### src/rtl/core/stt_pkg.sv
// Shared types and constants for the software timer table.
`timescale 1ns / 1ps

package stt_pkg;

    localparam int SLOTS_DEF = 16;

    typedef enum logic [1:0] {
        CMD_TICK  = 2'd0,
        CMD_ADD   = 2'd1,
        CMD_RESET = 2'd2,
        CMD_CLEAR = 2'd3
    } t_cmd;

    localparam logic [1:0] KIND_EXPIRY = 2'd0;
    localparam logic [1:0] KIND_ADD    = 2'd1;
    localparam logic [1:0] KIND_ANSWER = 2'd2;

    typedef enum logic [1:0] {
        ST_IDLE,
        ST_WALK,
        ST_ROT,
        ST_FIND
    } t_state;

    typedef enum logic [1:0] {
        UPD_PASS,
        UPD_TICK,
        UPD_RELOAD,
        UPD_CLEAR
    } t_upd_op;

    typedef struct packed {
        logic [31:0] id;
        logic [31:0] period;
        logic [31:0] remaining;
        logic        repeat_en;
        logic        active;
    } t_slot;

    typedef struct packed {
        logic shift;
        logic load;
    } t_cell_ctl;

endpackage

### src/rtl/core/software_timer_table.sv
// Top level of the software timer table: cell chain, head update unit and sequencer.
// Add: one cycle, answer word on the cycle after start; busy stays low.
// Tick: occupancy+1 walk cycles then (SLOTS-kept)+1 realignment cycles; expiry words
//   appear during the walk, the last one at its end. Reset/clear: SLOTS cycles, answer after.
// One command at a time while busy is high; results are strobed for one cycle, no stall.
// Synchronous active-low reset empties the table and zeroes the handle counter.
`timescale 1ns / 1ps

module software_timer_table #(
    parameter int SLOTS = stt_pkg::SLOTS_DEF
) (
    input  logic        i_clk,
    input  logic        i_rst_n,
    input  logic        start,
    output logic        busy,
    input  logic [1:0]  i_cmd,
    input  logic [31:0] i_delta,
    input  logic [31:0] i_period,
    input  logic        i_repeat_req,
    input  logic [31:0] i_target_handle,
    output logic        o_valid,
    output logic [1:0]  o_kind,
    output logic [31:0] o_handle_out,
    output logic        o_ok,
    output logic        o_last
);

    localparam int W = $clog2(SLOTS + 1);
    localparam logic [W-1:0] SLOTS_W = W'(SLOTS);
    localparam logic [W-1:0] LAST_W  = W'(SLOTS - 1);

    stt_pkg::t_state r_state, n_state;
    logic [W-1:0]    r_occ, n_occ;
    logic [W-1:0]    r_cnt, n_cnt;
    logic [W-1:0]    r_kept, n_kept;
    logic [31:0]     r_hcnt, n_hcnt;
    stt_pkg::t_cmd   r_cmd, n_cmd;
    logic [31:0]     r_delta, n_delta;
    logic [31:0]     r_target, n_target;
    logic            r_found, n_found;
    logic            r_pend_v, n_pend_v;
    logic [31:0]     r_pend, n_pend;
    logic            r_out_v, n_out_v;
    logic [1:0]      r_out_kind, n_out_kind;
    logic [31:0]     r_out_handle, n_out_handle;
    logic            r_out_ok, n_out_ok;
    logic            r_out_last, n_out_last;

    stt_pkg::t_slot    cell_q [SLOTS];
    stt_pkg::t_slot    cell_next [SLOTS];
    stt_pkg::t_cell_ctl cell_ctl [SLOTS];
    stt_pkg::t_slot    load_slot;
    stt_pkg::t_slot    upd_slot;
    stt_pkg::t_upd_op  upd_op;
    logic              upd_in_range;
    logic              upd_keep;
    logic              upd_expired;
    logic              upd_match;
    logic              do_shift;
    logic              do_load;
    logic [W-1:0]      shift_lim;
    logic [31:0]       hcnt_inc;
    logic              accept;

    assign accept   = start && !busy;
    assign busy     = (r_state != stt_pkg::ST_IDLE);
    assign hcnt_inc = (r_hcnt + 32'd1 == 32'd0) ? 32'd1 : r_hcnt + 32'd1;

    always_comb begin
        load_slot.id        = hcnt_inc;
        load_slot.period    = i_period;
        load_slot.remaining = i_period;
        load_slot.repeat_en = i_repeat_req;
        load_slot.active    = 1'b1;
    end

    stt_upd u_upd (
        .i_op       (upd_op),
        .i_slot     (cell_q[0]),
        .i_in_range (upd_in_range),
        .i_found    (r_found),
        .i_delta    (r_delta),
        .i_target   (r_target),
        .o_slot     (upd_slot),
        .o_keep     (upd_keep),
        .o_expired  (upd_expired),
        .o_match    (upd_match)
    );

    for (genvar g = 0; g < SLOTS; g++) begin : g_cell
        if (g == SLOTS - 1) begin : g_tail
            assign cell_next[g] = upd_slot;
        end else begin : g_body
            assign cell_next[g] = cell_q[g+1];
        end
        assign cell_ctl[g].shift = do_shift && (W'(g) < shift_lim);
        assign cell_ctl[g].load  = do_load && (r_occ == W'(g));

        stt_cell u_cell (
            .i_clk       (i_clk),
            .i_ctl       (cell_ctl[g]),
            .i_next      (cell_next[g]),
            .i_load_slot (load_slot),
            .o_slot      (cell_q[g])
        );
    end

    // next state
    always_comb begin
        n_state = r_state;
        unique case (r_state)
            stt_pkg::ST_IDLE: begin
                if (accept) begin
                    unique case (stt_pkg::t_cmd'(i_cmd)) inside
                        stt_pkg::CMD_TICK:                     n_state = stt_pkg::ST_WALK;
                        stt_pkg::CMD_RESET, stt_pkg::CMD_CLEAR: n_state = stt_pkg::ST_FIND;
                        default:                               n_state = stt_pkg::ST_IDLE;
                    endcase
                end
            end
            stt_pkg::ST_WALK: begin
                if (r_cnt == r_occ) begin
                    n_state = stt_pkg::ST_ROT;
                end
            end
            stt_pkg::ST_ROT: begin
                if (r_cnt == SLOTS_W - r_kept) begin
                    n_state = stt_pkg::ST_IDLE;
                end
            end
            stt_pkg::ST_FIND: begin
                if (r_cnt == LAST_W) begin
                    n_state = stt_pkg::ST_IDLE;
                end
            end
            default: n_state = stt_pkg::ST_IDLE;
        endcase
    end

    // datapath and outputs
    always_comb begin
        n_occ        = r_occ;
        n_cnt        = r_cnt;
        n_kept       = r_kept;
        n_hcnt       = r_hcnt;
        n_cmd        = r_cmd;
        n_delta      = r_delta;
        n_target     = r_target;
        n_found      = r_found;
        n_pend_v     = r_pend_v;
        n_pend       = r_pend;
        n_out_v      = 1'b0;
        n_out_kind   = r_out_kind;
        n_out_handle = r_out_handle;
        n_out_ok     = r_out_ok;
        n_out_last   = r_out_last;
        upd_op       = stt_pkg::UPD_PASS;
        upd_in_range = 1'b0;
        do_shift     = 1'b0;
        do_load      = 1'b0;
        shift_lim    = SLOTS_W;
        unique case (r_state)
            stt_pkg::ST_IDLE: begin
                if (accept) begin
                    n_cmd    = stt_pkg::t_cmd'(i_cmd);
                    n_delta  = i_delta;
                    n_target = i_target_handle;
                    n_cnt    = '0;
                    n_kept   = '0;
                    n_found  = 1'b0;
                    n_pend_v = 1'b0;
                    if (stt_pkg::t_cmd'(i_cmd) == stt_pkg::CMD_ADD) begin
                        n_out_v    = 1'b1;
                        n_out_kind = stt_pkg::KIND_ADD;
                        n_out_last = 1'b1;
                        if (r_occ >= SLOTS_W) begin
                            n_out_handle = 32'd0;
                            n_out_ok     = 1'b0;
                        end else begin
                            do_load      = 1'b1;
                            n_occ        = r_occ + W'(1);
                            n_hcnt       = hcnt_inc;
                            n_out_handle = hcnt_inc;
                            n_out_ok     = 1'b1;
                        end
                    end
                end
            end
            stt_pkg::ST_WALK: begin
                if (r_cnt == r_occ) begin
                    n_cnt = '0;
                    if (r_pend_v) begin
                        n_out_v      = 1'b1;
                        n_out_kind   = stt_pkg::KIND_EXPIRY;
                        n_out_handle = r_pend;
                        n_out_ok     = 1'b0;
                        n_out_last   = 1'b1;
                        n_pend_v     = 1'b0;
                    end
                end else begin
                    upd_op       = stt_pkg::UPD_TICK;
                    upd_in_range = 1'b1;
                    do_shift     = 1'b1;
                    n_cnt        = r_cnt + W'(1);
                    // kept slots gather at the tail; a dropped one only advances the front
                    if (upd_keep) begin
                        shift_lim = SLOTS_W;
                        n_kept    = r_kept + W'(1);
                    end else begin
                        shift_lim = SLOTS_W - r_kept;
                    end
                    if (upd_expired) begin
                        if (r_pend_v) begin
                            n_out_v      = 1'b1;
                            n_out_kind   = stt_pkg::KIND_EXPIRY;
                            n_out_handle = r_pend;
                            n_out_ok     = 1'b0;
                            n_out_last   = 1'b0;
                        end
                        n_pend   = cell_q[0].id;
                        n_pend_v = 1'b1;
                    end
                end
            end
            stt_pkg::ST_ROT: begin
                if (r_cnt == SLOTS_W - r_kept) begin
                    n_occ = r_kept;
                    n_cnt = '0;
                end else begin
                    do_shift = 1'b1;
                    n_cnt    = r_cnt + W'(1);
                end
            end
            stt_pkg::ST_FIND: begin
                upd_op       = (r_cmd == stt_pkg::CMD_RESET) ? stt_pkg::UPD_RELOAD
                                                             : stt_pkg::UPD_CLEAR;
                upd_in_range = (r_cnt < r_occ);
                do_shift     = 1'b1;
                n_cnt        = r_cnt + W'(1);
                if (upd_match) begin
                    n_found = 1'b1;
                end
                if (r_cnt == LAST_W) begin
                    n_cnt        = '0;
                    n_out_v      = 1'b1;
                    n_out_kind   = stt_pkg::KIND_ANSWER;
                    n_out_handle = 32'd0;
                    n_out_ok     = r_found || upd_match;
                    n_out_last   = 1'b1;
                end
            end
            default: begin
            end
        endcase
    end

    always_ff @(posedge i_clk) begin
        if (!i_rst_n) begin
            r_state  <= stt_pkg::ST_IDLE;
            r_occ    <= '0;
            r_cnt    <= '0;
            r_kept   <= '0;
            r_hcnt   <= 32'd0;
            r_found  <= 1'b0;
            r_pend_v <= 1'b0;
            r_out_v  <= 1'b0;
        end else begin
            r_state  <= n_state;
            r_occ    <= n_occ;
            r_cnt    <= n_cnt;
            r_kept   <= n_kept;
            r_hcnt   <= n_hcnt;
            r_found  <= n_found;
            r_pend_v <= n_pend_v;
            r_out_v  <= n_out_v;
        end
    end

    always_ff @(posedge i_clk) begin
        r_cmd        <= n_cmd;
        r_delta      <= n_delta;
        r_target     <= n_target;
        r_pend       <= n_pend;
        r_out_kind   <= n_out_kind;
        r_out_handle <= n_out_handle;
        r_out_ok     <= n_out_ok;
        r_out_last   <= n_out_last;
    end

    assign o_valid      = r_out_v;
    assign o_kind       = r_out_kind;
    assign o_handle_out = r_out_handle;
    assign o_ok         = r_out_ok;
    assign o_last       = r_out_last;

    a_occ_bound: assert property (@(posedge i_clk) disable iff (!i_rst_n)
        r_occ <= SLOTS_W)
        else $error("occupancy beyond table size");

    a_answer_last: assert property (@(posedge i_clk) disable iff (!i_rst_n)
        o_valid && (o_kind != stt_pkg::KIND_EXPIRY) |-> o_last)
        else $error("command answer not marked last");

    a_add_answer: assert property (@(posedge i_clk) disable iff (!i_rst_n)
        accept && (i_cmd == stt_pkg::CMD_ADD) |=> o_valid && (o_kind == stt_pkg::KIND_ADD))
        else $error("add gave no answer");

    a_expiry_src: assert property (@(posedge i_clk) disable iff (!i_rst_n)
        o_valid && (o_kind == stt_pkg::KIND_EXPIRY) |-> $past(r_state) == stt_pkg::ST_WALK)
        else $error("expiry word outside tick walk");

    a_idle_no_pend: assert property (@(posedge i_clk) disable iff (!i_rst_n)
        (r_state == stt_pkg::ST_ROT) |-> !r_pend_v)
        else $error("expiry left pending after walk");

endmodule

### src/rtl/core/stt_cell.sv
// One timer cell of the chain: takes its neighbour's slot on shift, or a new slot on load.
`timescale 1ns / 1ps

module stt_cell (
    input  logic              i_clk,
    input  stt_pkg::t_cell_ctl i_ctl,
    input  stt_pkg::t_slot    i_next,
    input  stt_pkg::t_slot    i_load_slot,
    output stt_pkg::t_slot    o_slot
);

    stt_pkg::t_slot r_slot;

    always_ff @(posedge i_clk) begin
        if (i_ctl.load) begin
            r_slot <= i_load_slot;
        end else if (i_ctl.shift) begin
            r_slot <= i_next;
        end
    end

    assign o_slot = r_slot;

endmodule

### src/rtl/core/stt_upd.sv
// Update unit for the slot at the head of the chain: tick countdown, reload, clear, match.
`timescale 1ns / 1ps

module stt_upd (
    input  stt_pkg::t_upd_op i_op,
    input  stt_pkg::t_slot   i_slot,
    input  logic             i_in_range,
    input  logic             i_found,
    input  logic [31:0]      i_delta,
    input  logic [31:0]      i_target,
    output stt_pkg::t_slot   o_slot,
    output logic             o_keep,
    output logic             o_expired,
    output logic             o_match
);

    always_comb begin
        o_match = i_in_range && !i_found && (i_target != 32'd0) && (i_slot.id == i_target);
    end

    always_comb begin
        o_slot    = i_slot;
        o_keep    = 1'b1;
        o_expired = 1'b0;
        unique case (i_op)
            stt_pkg::UPD_PASS: begin
            end
            stt_pkg::UPD_TICK: begin
                if (!i_slot.active) begin
                    o_keep = 1'b0;
                end else if (i_delta >= i_slot.remaining) begin
                    o_expired = 1'b1;
                    if (i_slot.repeat_en) begin
                        o_slot.remaining = i_slot.period;
                    end else begin
                        o_slot.active = 1'b0;
                        o_keep        = 1'b0;
                    end
                end else begin
                    o_slot.remaining = i_slot.remaining - i_delta;
                end
            end
            stt_pkg::UPD_RELOAD: begin
                if (o_match) begin
                    o_slot.remaining = i_slot.period;
                end
            end
            stt_pkg::UPD_CLEAR: begin
                if (o_match) begin
                    o_slot.active = 1'b0;
                end
            end
            default: begin
            end
        endcase
    end

endmodule
### config.mk
export PLATFORM = sky130hd
export DESIGN_NAME = software_timer_table
export DESIGN_NICKNAME = d
export VERILOG_FILES = /design/src/rtl/core/stt_pkg.sv /design/src/rtl/core/software_timer_table.sv /design/src/rtl/core/stt_cell.sv /design/src/rtl/core/stt_upd.sv
export SDC_FILE = /design/constraint.sdc
export NUM_CORES = 2
export LEC_CHECK = 0
export BUFFER_PORTS_ARGS = -buffer_cell sky130_fd_sc_hd__clkbuf_2
export CORE_MARGIN = 2
export CORE_UTILIZATION = 48
export DETAILED_ROUTE_END_ITERATION = 10
export PLACE_DENSITY = 0.66
export SYNTH_ARGS = -nofsm -noshare
export SYNTH_HDL_FRONTEND = slang
export SYNTH_SLANG_ARGS = --single-unit
export TNS_END_PERCENT = 100
### constraint.sdc
create_clock -name i_clk -period 7 [get_ports i_clk]
set_input_delay 0.35 -clock i_clk [delete_from_list [all_inputs] [get_ports i_clk]]
set_output_delay 0.35 -clock i_clk [all_outputs]
set_load 0.01 [all_outputs]
==> impl_metrics.ini <==
[setup_path]
worstSetupPathDepth = 13
r2r-end = g_cell[8].u_cell.o_slot[6]
cpMaxStageDelayCell = sky130_fd_sc_hd__nand2b_4
worst_case_register_to_register_setup_slack_ns = 1.41
worst-setup-path-type = reg -> reg
crit_path_cell_trace = inv_1 -> ha_1 -> and3_1 -> nand3_1 -> and2_1 -> a21oi_1 -> inv_1 -> ha_1 -> and3_1 -> nand2_1 -> o21a_4 -> nand2b_4 -> buf_4
critPathRequiredTime_ns = 7.49
cp_buf_inv_count = 3
crit_fanout = 61
critPathCapture = g_cell[8].u_cell.o_slot[6]
timing.critical_path.from = r_occ[3]
crit_path_max_cell_delay_ns = 0.84
path_depth_of_the_worst_reg2reg_path = 13
r2r-start = r_occ[3]
crit_path_start_kind = flop
critical_path.top_delay_family = simple AND/OR/NAND/NOR gates
cp-end-kind = flop
critPathArrivalTime_ns = 6.08

[sta]
timing.final.crit_share_pct = 79.8
final.hold.worst_slack_ns = 0.233
final_max_slew_viol_count = 0
period_needed_ns = 5.59
worst_slew_margin_relative_to_its_limit_pct = 17.0
fmax_mhz = 179
final_setup_fails = 0
worstMarginPinSlew_ns = 1.24
final.setup_skew_ns = 0.0370
final.setup.tns_ns = 0
final_hold_viol_count = 0
rsz0062_at_grt = no

[logic_synthesis]
synth.cells.most_frequent = sky130_fd_sc_hd__edfxtp_1 (1,686), sky130_fd_sc_hd__a22o_1 (1,029), sky130_fd_sc_hd__nand2_1 (680)
yosys_most_used_dff = sky130_fd_sc_hd__edfxtp_1
yosys_warnings = 0
post_synth_edffs = 1686
synth_area_per_cell_um2 = 13.6
ys_top_cells_by_area = sky130_fd_sc_hd__edfxtp_1 (67%), sky130_fd_sc_hd__a22o_1 (12%), sky130_fd_sc_hd__o21ai_0 (3.9%)
yosysSeqAreaShare_pct = 69.2
synth.distinct_cells = 86
syn_nets = 5673
synth.cell_area_mm2 = 0.0751
synthesis_stage_register_bit_count = 1754
post-synth-top-area-fraction_pct = 67.4
yosys.cell_count.top_type = sky130_fd_sc_hd__edfxtp_1
ys_async_sr_fraction_pct = 0
netlist.top_cell.by_area = sky130_fd_sc_hd__edfxtp_1
synthesis.instances = 5519

[cts]
cts_tree = built
cts_inserted_buffers = 172
max_clock_buf_depth = 3
cts.clk_slew.worst_paths_ns = 0.06
clock_insertion_delay_worst_skew_ns = 0.84
post-cts-setup-buffers = 0
cts.sinks = 1754
clock-root-buffer = sky130_fd_sc_hd__clkbuf_16
clock_tree.htree_level_count = 4

[placement]
globalplace.congestion = 0.891
dp.final_hpwl_um = 140000
buffer_ports.inserted = 139

[routing]
post_route_antenna_net_violation_count = 0
dr.first_iter.drc_count = 6244
drtPass1Iterations = 10
detail_route.drc_violations = 0
drt-vias-per-instance = 6.43
via_count = 49399
wl_um = 223000
routed_wire_per_std_cell_um = 29.0

[power]
power-per-cell-area_mw_per_mm2 = 339
p_leak_nw = 28.3
irDropWorstVdd_mv = 0.286

[hold_path]
timing.hold.worst.class = in -> reg

[global_route]
grt_pass1_vias = 48220
grt_util_all_layers_pct = 27.5
grt_pass1_wl_um = 323000
grt_overflow_total = 0
grt_antenna_before_repair = 14
grt_max_degree = 99

[cells_and_area]
synthToLayoutAreaGrowth_pct = 11.2
design.final.nets = 5624
post_route_cells_drive_above_1_share_pct = 10.5

[run_status]
status = complete, no violations

[floorplanning]
die-width_um = 400
std_cell_rows = 145
die-area_mm2 = 0.160
initial_core_util_pct = 48.2
core_mm2 = 0.156
fp.dieH_um = 400
floorplan.io_pins = 140

[flow_run]
max_cap_viol_count = 0
## routing by layer
layer	GRT usage, %	wire (um)
met5	0	59
met4	13.7	11900
met3	4.39	16700
met2	46.5	111000
met1	34.4	83400
## flip-flops by register name, indices dropped and copies added, names as in the netlist, 2 cells and up
register and flops:
g_cell.u_cell.o_slot 1568, o_handle_out 32, o_kind 2, r_cmd 2, r_cnt 5, r_delta 32
r_hcnt 32, r_kept 5, r_occ 5, r_pend 32, r_state 2, r_target 32
## placed cells by master (no fill, tap or decap), types with 24 or more instances in the layout
cell and n:
sky130_fd_sc_hd__xnor2_1 84, sky130_fd_sc_hd__clkbuf_1 45, sky130_fd_sc_hd__o21ai_1 24, sky130_fd_sc_hd__nand2_1 676, sky130_fd_sc_hd__clkbuf_2 139, sky130_fd_sc_hd__nor2_1 116, sky130_fd_sc_hd__xor2_1 26, sky130_fd_sc_hd__ha_1 51
sky130_fd_sc_hd__clkinv_2 29, sky130_fd_sc_hd__buf_4 104, sky130_fd_sc_hd__clkinv_1 26, sky130_fd_sc_hd__dfxtp_1 68, sky130_fd_sc_hd__clkbuf_16 175, sky130_fd_sc_hd__edfxtp_1 1686, sky130_fd_sc_hd__inv_1 72, sky130_fd_sc_hd__o21ai_0 592
sky130_fd_sc_hd__nand3_1 37, sky130_fd_sc_hd__dlygate4sd3_1 68, sky130_fd_sc_hd__a21oi_1 85, sky130_fd_sc_hd__nor3_1 27, sky130_fd_sc_hd__a22o_1 1029, sky130_fd_sc_hd__nand4_1 33
## through the flow
stage	total power [mW]	instance area [um2]	util (%)	setup WS, ns	instances
finish	28.4	83600	53.6	1.41	7683
CTS	28.4	83500	53.6	1.42	7670
floorplan	17.6	75100	-	0.959	5519
global route	29.2	83500	53.6	1.11	7671
global placement	19.2	77400	49.7	1.67	7286
detailed placement	19.2	77400	49.7	1.46	7286
## cells by family after synthesis
kind of cell / count (synthesis) / synth area share [%]
fa+ha+maj: 52 / 0.876
flops: 1754 / 69.2
simple gates: 1028 / 5.87
compound gates: 1927 / 18.8
buf+inv: 617 / 3.51
xor+xnor: 117 / 1.39
mux: 24 / 0.328
## repair_timing
action	4_1_cts	5_1_grt
gates resized for setup	0	0
hold endpoints to repair	80	0
hold buffers	68	0
## power by group
| group | internal [mW] | switching, mW |
|---|---|---|
| Clock | 5.10 | 4.12 |
| Combinational | 1.42 | 2.98 |
| Sequential | 13.8 | 0.913 |
| Total | 20.3 | 8.02 |
## worst min path at each step
stage | from | endpoint | cells past startpoint
after floorplan | g_cell[12].u_cell.o_slot[0] | g_cell[11].u_cell.o_slot[0] | 2
after global placement | g_cell[8].u_cell.o_slot[0] | g_cell[7].u_cell.o_slot[0] | 2
after detailed placement | g_cell[3].u_cell.o_slot[0] | g_cell[2].u_cell.o_slot[0] | 2
after CTS | i_repeat_req | g_cell[9].u_cell.o_slot[1] | 2
after global routing | i_delta[16] | r_delta[16] | 2
final | i_delta[24] | r_delta[24] | 2
## final cells by class
type | instances | area, um2
multi-input combinational | 3148 | 20900
clock inverter | 89 | 823
inverter | 75 | 283
antenna | 13 | 32.5
timing repair buffer | 319 | 2320
clock buffer | 227 | 4640
fill | 12603 | 72300
sequential | 1754 | 52000
tap | 2058 | 2570
Power figures use the tool's default switching activity.
